File: config.mk
export PLATFORM = sky130hd
export DESIGN_NAME = vfcc_mac
export DESIGN_NICKNAME = d
export VERILOG_FILES = /design/src/rtl/vfcc_pkg.sv /design/src/rtl/vfcc_mac.sv
export SDC_FILE = /design/constraint.sdc
export NUM_CORES = 2
export LEC_CHECK = 0
export BUFFER_PORTS_ARGS = -buffer_cell sky130_fd_sc_hd__buf_2
export CELL_PAD_IN_SITES_DETAIL_PLACEMENT = 0
export CELL_PAD_IN_SITES_GLOBAL_PLACEMENT = 1
export CORE_MARGIN = 10
export CORE_UTILIZATION = 52
export DETAILED_ROUTE_END_ITERATION = 8
export GPL_TIMING_DRIVEN = 1
export HOLD_SLACK_MARGIN = 0.02
export PLACE_DENSITY_LB_ADDON = 0.1
export SLEW_MARGIN = 10
export SYNTH_ARGS = -nofsm -noshare
export SYNTH_HDL_FRONTEND = slang
export SYNTH_SLANG_ARGS = --single-unit
File: constraint.sdc
create_clock -name clk -period 4.6 [get_ports clk]
set_clock_uncertainty 0.2 [all_clocks]
set_input_delay 1.15 -clock clk [delete_from_list [all_inputs] [get_ports clk]]
set_output_delay 1.15 -clock clk [all_outputs]
set_load 0.02 [all_outputs]
File: src/rtl/vfcc_pkg.sv
// Shared types and codes for the vector field circular convolution block.
package vfcc_pkg;

    typedef enum logic [1:0] {
        OP_LOAD_KERNEL = 2'd0,
        OP_LOAD_SOURCE = 2'd1,
        OP_COMPUTE     = 2'd2,
        OP_NONE        = 2'd3
    } opcode_t;

    localparam logic [2:0] REG_FIELD_X  = 3'd0;
    localparam logic [2:0] REG_FIELD_Y  = 3'd1;
    localparam logic [2:0] REG_FIELD_Z  = 3'd2;
    localparam logic [2:0] REG_EXTENT_X = 3'd3;
    localparam logic [2:0] REG_EXTENT_Y = 3'd4;
    localparam logic [2:0] REG_EXTENT_Z = 3'd5;

    localparam int POS_BITS = 5;
    localparam int FS_BITS  = 5;
    localparam int EX_BITS  = 6;
    localparam int ACC_BITS = 48;

    typedef enum logic [1:0] {
        ST_IDLE,
        ST_RUN,
        ST_DRAIN
    } state_t;

endpackage

File: src/rtl/vfcc_mac.sv
// Three-lane multiply-accumulate stage: register the products, then add them to the sum.
module vfcc_mac
    import vfcc_pkg::*;
#(
    parameter int COMP_BITS = 16
)
(
    input  logic                       clk,
    input  logic                       rst_n,
    input  logic                       clear,
    input  logic                       en,
    input  logic [3*COMP_BITS-1:0]     kvec,
    input  logic [3*COMP_BITS-1:0]     svec,
    output logic signed [ACC_BITS-1:0] sum
);
    localparam int PB = 2 * COMP_BITS;

    logic signed [PB-1:0]       prod_reg [3];
    logic                       pv_reg;
    logic signed [ACC_BITS-1:0] acc_reg;
    logic signed [ACC_BITS-1:0] add_next;

    always_ff @(posedge clk)
    begin
        for (int i = 0; i < 3; i++)
        begin
            prod_reg[i] <= $signed(kvec[i*COMP_BITS +: COMP_BITS])
                         * $signed(svec[i*COMP_BITS +: COMP_BITS]);
        end
    end

    always_comb
    begin
        add_next = acc_reg;
        for (int i = 0; i < 3; i++)
        begin
            add_next = add_next + ACC_BITS'(prod_reg[i]);
        end
    end

    always_ff @(posedge clk or negedge rst_n)
    begin
        if (!rst_n)
        begin
            pv_reg  <= 1'b0;
            acc_reg <= '0;
        end
        else
        begin
            pv_reg <= en;
            if (clear)
            begin
                acc_reg <= '0;
            end
            else if (pv_reg)
            begin
                acc_reg <= add_next;
            end
        end
    end

    assign sum = acc_reg;
endmodule

==> results_tabular.tex <==
\begin{tabular}{lr}
\hline
Metric & Value \\
\hline
\multicolumn{2}{l}{\textbf{Setup path}} \\
\quad Required time of the critical path & 4.73 ns \\
\quad Maximum single-stage delay on the critical path & around 0.56 ns \\
\quad Critical path endpoint category & register \\
\quad Critical path type & in -> reg \\
\quad Arrival time of data at the critical path endpoint & about 6.8 ns \\
\quad Kind of launch point of the worst setup path & input port \\
\quad Series of cell instances along the critical path & buf\_12, buf\_12, and2\_4, fa\_1, inv\_1, fa\_1, fa\_1, inv\_2, fa\_1, fa\_1, inv\_2, fa\_1, inv\_2, ha\_4, a211o\_1, a2111oi\_2, o21ai\_1, o211ai\_1, or4b\_4, a31oi\_4, a21oi\_2, o21ba\_2, xnor2\_1 \\
\quad Worst path most repeated cell & sky130\_fd\_sc\_hd\_\_fa\_1 \\
\quad Critical Path Fanout Max & 6 \\
\quad Master of the slowest instance on the critical path & sky130\_fd\_sc\_hd\_\_or4b\_4 \\
\multicolumn{2}{l}{\textbf{Routing}} \\
\quad Number of nets with antenna violations after routing & 0 \\
\quad Initial DRC Count & 1277 \\
\quad Via count of the routed design & about 28000 \\
\quad DRC violation count after routing & 0 \\
\quad Routed WL per cell & 17.4 um \\
\quad Router iterations before antenna repair & 5 \\
\quad Final wirelength & between 90000 and 100000 um \\
\quad DR vias/cell & a little over 5 \\
\multicolumn{2}{l}{\textbf{Synthesis}} \\
\quad Cell taking the most area after synthesis & sky130\_fd\_sc\_hd\_\_fa\_1 \\
\quad Yosys synthesis warning count & 0 \\
\quad Share of synthesized cell area in full adder, half adder and majority cells & 0.567 \\
\quad Post-synthesis instance area & approximately 38000 sq um \\
\quad Post-synthesis register bit count & around 150 \\
\quad Number of standard cells after synthesis & around 4000 \\
\quad Netlist cell types & 82 \\
\quad Seq/Total Area, Yosys & 0.0839 \\
\quad Ys flop type & sky130\_fd\_sc\_hd\_\_dfxtp\_1 \\
\quad Share of async-settable or async-resettable flops after synthesis & 0.338 \\
\quad Synthesized-area fraction occupied by xor and xnor cells & 0.0339 \\
\quad Synthesized netlist net count & slightly above 5000 \\
\quad Share of the synthesized area in compound gates (AO/OA/AOI/OAI) & 0.0678 \\
\quad Area share of and/or/nand/nor cells after synthesis & 0.140 \\
\quad Dominant combinational cell family by area after synthesis & adder cells \\
\quad Mux contribution to synthesized area & 0.00827 \\
\quad Average cell area after synthesis & 9.58 sq um \\
\quad Count of flip-flops with a built-in enable after synthesis & 0 \\
\quad Leading post-synthesis cells by cell area & sky130\_fd\_sc\_hd\_\_fa\_1, sky130\_fd\_sc\_hd\_\_ha\_1, sky130\_fd\_sc\_hd\_\_inv\_1 \\
\quad Fraction of post-synthesis cell area in the top cell type by area & 0.470 \\
\multicolumn{2}{l}{\textbf{STA}} \\
\quad Rel. slew slack & 0.289 \\
\quad Final period util & 1.44 \\
\quad Final critical path time including I/O delays and setup & around 6.6 ns \\
\quad Final setup slack of the worst path & -2.01 ns \\
\quad Transition time of the tightest slew-check pin & between 1 and 1.5 ns \\
\quad Final number of max-transition violations & 0 \\
\quad Maximum clock rate & roughly 0.15 GHz \\
\quad Unrepaired setup endpoints after global routing & true \\
\quad Hold Worst Slack & 0.348 ns \\
\quad Total setup violations reported at the end of the flow & 74 \\
\quad Sum of negative setup slack & -99.11 ns \\
\quad Final Hold Violating Endpoints & 0 \\
\multicolumn{2}{l}{\textbf{Final layout}} \\
\quad Number of antenna diodes & 0 \\
\quad Layout Area Growth over Synthesis & 27.5\% \\
\quad Share of the core filled with cells & 0.669 \\
\quad Fillers & 5833 \\
\quad Layout cells sized above 1 & 0.278 \\
\quad Max reg flops & 96 \\
\quad Non-filler instance count after layout & 5578 \\
\quad Net count reported at finish & 5888 \\
\multicolumn{2}{l}{\textbf{Clocking}} \\
\quad Clock latency of the later-clocked register in the worst-skew pair & around 0.45 ns \\
\quad CTS sink cnt & 145 \\
\quad Largest buffer count on any clock path & 2 \\
\quad H-tree levels & 4 \\
\quad CTS tree & done \\
\quad Clock Tree Root & sky130\_fd\_sc\_hd\_\_clkbuf\_16 \\
\quad CTS Buf Count & 17 \\
\quad Clock transition at the register clock pins on the worst setup and hold paths after CTS & around 0.070 ns \\
\multicolumn{2}{l}{\textbf{Hold path}} \\
\quad Hold WC Path Type & reg -> reg \\
\multicolumn{2}{l}{\textbf{Place}} \\
\quad Final weighted congestion of routability-driven global placement & just under 0.9 \\
\quad Quantity of I/O buffers inserted on ports & about 150 \\
\quad Post-detail-place hpwl & 83800 um \\
\quad Number of placed cells counting well taps & roughly 5400 \\
\multicolumn{2}{l}{\textbf{Run}} \\
\quad Max-Cap Viols & 0 \\
\multicolumn{2}{l}{\textbf{Global route}} \\
\quad Sum of overflow across all layers after global routing & 0 \\
\quad Maximum number of pins on one net before global-route repair & 56 \\
\quad Total global routing track utilization & 0.244 \\
\quad Wire length of the first global-routing pass & approximately 160000 um \\
\quad Antenna violations before repair & 2 \\
\quad Vias in the first global route & slightly above 30000 \\
\multicolumn{2}{l}{\textbf{Floorplan}} \\
\quad Area of the core & 71500 sq um \\
\quad Die Width & a little under 300 um \\
\quad Starting density of the core & 0.525 \\
\quad Boundary pin count & 148 \\
\quad Die Ht & between 200 and 300 um \\
\quad Cell row count & just under 100 \\
\quad Die Footprint & around 83000 sq um \\
\multicolumn{2}{l}{\textbf{Run status}} \\
\quad Violated checks & negative setup slack \\
\quad Run status & finished, violations left \\
\hline
\end{tabular}
==> metrics by stage <==
step                instance area (sq um)  worst slack [ns]
floorplan                           38800             -2.22
global placement                    44000             -2.63
detailed placement                  44000             -2.66
CTS                                 46900             -1.99
global route                        47800             -2.17
finish                              47800             -2.01
==> Yosys cell counts (5+ instances only) <==
cell and number:
sky130_fd_sc_hd__o31ai_1 5, sky130_fd_sc_hd__a21o_1 71, sky130_fd_sc_hd__a21oi_1 101, sky130_fd_sc_hd__mux2i_1 31
sky130_fd_sc_hd__nand3_1 25, sky130_fd_sc_hd__clkbuf_1 111, sky130_fd_sc_hd__a22o_1 6, sky130_fd_sc_hd__fa_1 880
sky130_fd_sc_hd__ha_1 293, sky130_fd_sc_hd__nand2b_1 26, sky130_fd_sc_hd__nor2_1 156, sky130_fd_sc_hd__nor2b_1 15
sky130_fd_sc_hd__nand2_1 419, sky130_fd_sc_hd__dfrtp_1 49, sky130_fd_sc_hd__a31oi_1 7, sky130_fd_sc_hd__xor2_1 37
sky130_fd_sc_hd__a21oi_2 6, sky130_fd_sc_hd__or3_1 5, sky130_fd_sc_hd__dfxtp_1 96, sky130_fd_sc_hd__a211oi_1 13
sky130_fd_sc_hd__inv_1 856, sky130_fd_sc_hd__or2_2 5, sky130_fd_sc_hd__o211ai_1 6, sky130_fd_sc_hd__and2_1 368
sky130_fd_sc_hd__o21bai_1 13, sky130_fd_sc_hd__nand4_1 9, sky130_fd_sc_hd__nor3_1 14, sky130_fd_sc_hd__xnor2_1 108
sky130_fd_sc_hd__o21ai_0 64, sky130_fd_sc_hd__and3_1 7, sky130_fd_sc_hd__o21a_1 20
==> final timing paths <==
| kind | slack (ns) | cells after the start | start | to |
|---|---|---|---|---|
| max reg2reg | 0.04 | 14 | sum[1] | sum[47] |
| min in group asynchronous | 0.49 | 1 | rst_n | sum[0] |
| max in group asynchronous | 2.89 | 2 | rst_n | sum[26] |
| min reg2reg | 0.35 | 2 | sum[38] | sum[38] |
| max | -2.01 | 23 | svec[4] | prod_reg[0][28] |
| min | 0.35 | 2 | sum[38] | sum[38] |
==> cells in the final DEF, fill, tap and decap left out, types with 31 or more instances in the layout <==
master                    Yosys  routed
sky130_fd_sc_hd__a21o_1      71      71
sky130_fd_sc_hd__a21oi_1    101      67
sky130_fd_sc_hd__and2_1     368     297
sky130_fd_sc_hd__and2_4       0      71
sky130_fd_sc_hd__buf_2        1      76
sky130_fd_sc_hd__buf_4        3     535
sky130_fd_sc_hd__buf_6        0     139
sky130_fd_sc_hd__dfrtp_1     49      48
sky130_fd_sc_hd__dfxtp_1     96      95
sky130_fd_sc_hd__fa_1       880     834
sky130_fd_sc_hd__fa_2         0      46
sky130_fd_sc_hd__ha_1       293     235
sky130_fd_sc_hd__ha_4         0      45
sky130_fd_sc_hd__inv_1      856     788
sky130_fd_sc_hd__inv_2        0      67
sky130_fd_sc_hd__mux2i_1     31      31
sky130_fd_sc_hd__nand2_1    419     385
sky130_fd_sc_hd__nor2_1     156     133
sky130_fd_sc_hd__o21ai_0     64      35
sky130_fd_sc_hd__xnor2_1    108      92
sky130_fd_sc_hd__xor2_1      37      31
==> critical path: cells and delay by family <==
kind                     cells  cell delay, ns
AND/OR/NAND/NOR              2            0.69
buffers and inverters        6            0.42
AO/OA/AOI/OAI                7            1.06
XOR/XNOR                     1            0.12
adder cells (fa/ha/maj)      7            3.29
==> per-layer routing <==
metal / routed length (um) / up-vias / share of wire / global-route usage
met5: 0 / - / 0 / 0
met4: 2030 / 0 / 0.021 / 0.0481
met3: 5230 / 115 / 0.054 / 0.0374
met2: 47100 / 537 / 0.48 / 0.405
met1: 42900 / 14400 / 0.44 / 0.338
li1: - / 13200 / - / -
==> cell families after synthesis <==
group	Yosys count
AOI/OAI and AO/OA	374
xor gates and xnor gates	145
adders and majority gates	1173
buffers and inverters	977
DFF	145
muxes	31
and+or+nand+nor	1069
==> area by class of cell <==
| class | count | area [sq um] | area share |
|---|---|---|---|
| clock inverter | 15 | 199 | 0.00416 |
| tap | 950 | 1190 | 0.0248 |
| sequential | 145 | 3150 | 0.0659 |
| timing repair buffer | 803 | 6960 | 0.145 |
| multi-input combinational | 2792 | 32700 | 0.684 |
| clock buffer | 17 | 425 | 0.00889 |
| inverter | 856 | 3220 | 0.0672 |
==> what timing repair did <==
action,CTS,global route
cloned,4,1
hold buffers,0,0
buffers inserted,96,33
pin swaps,206,155
gates resized for setup,407,220
setup endpoints to repair,78,84
Power is not shown: default switching activity piles up to over one toggle a cycle in this logic, so the estimate is an artifact.
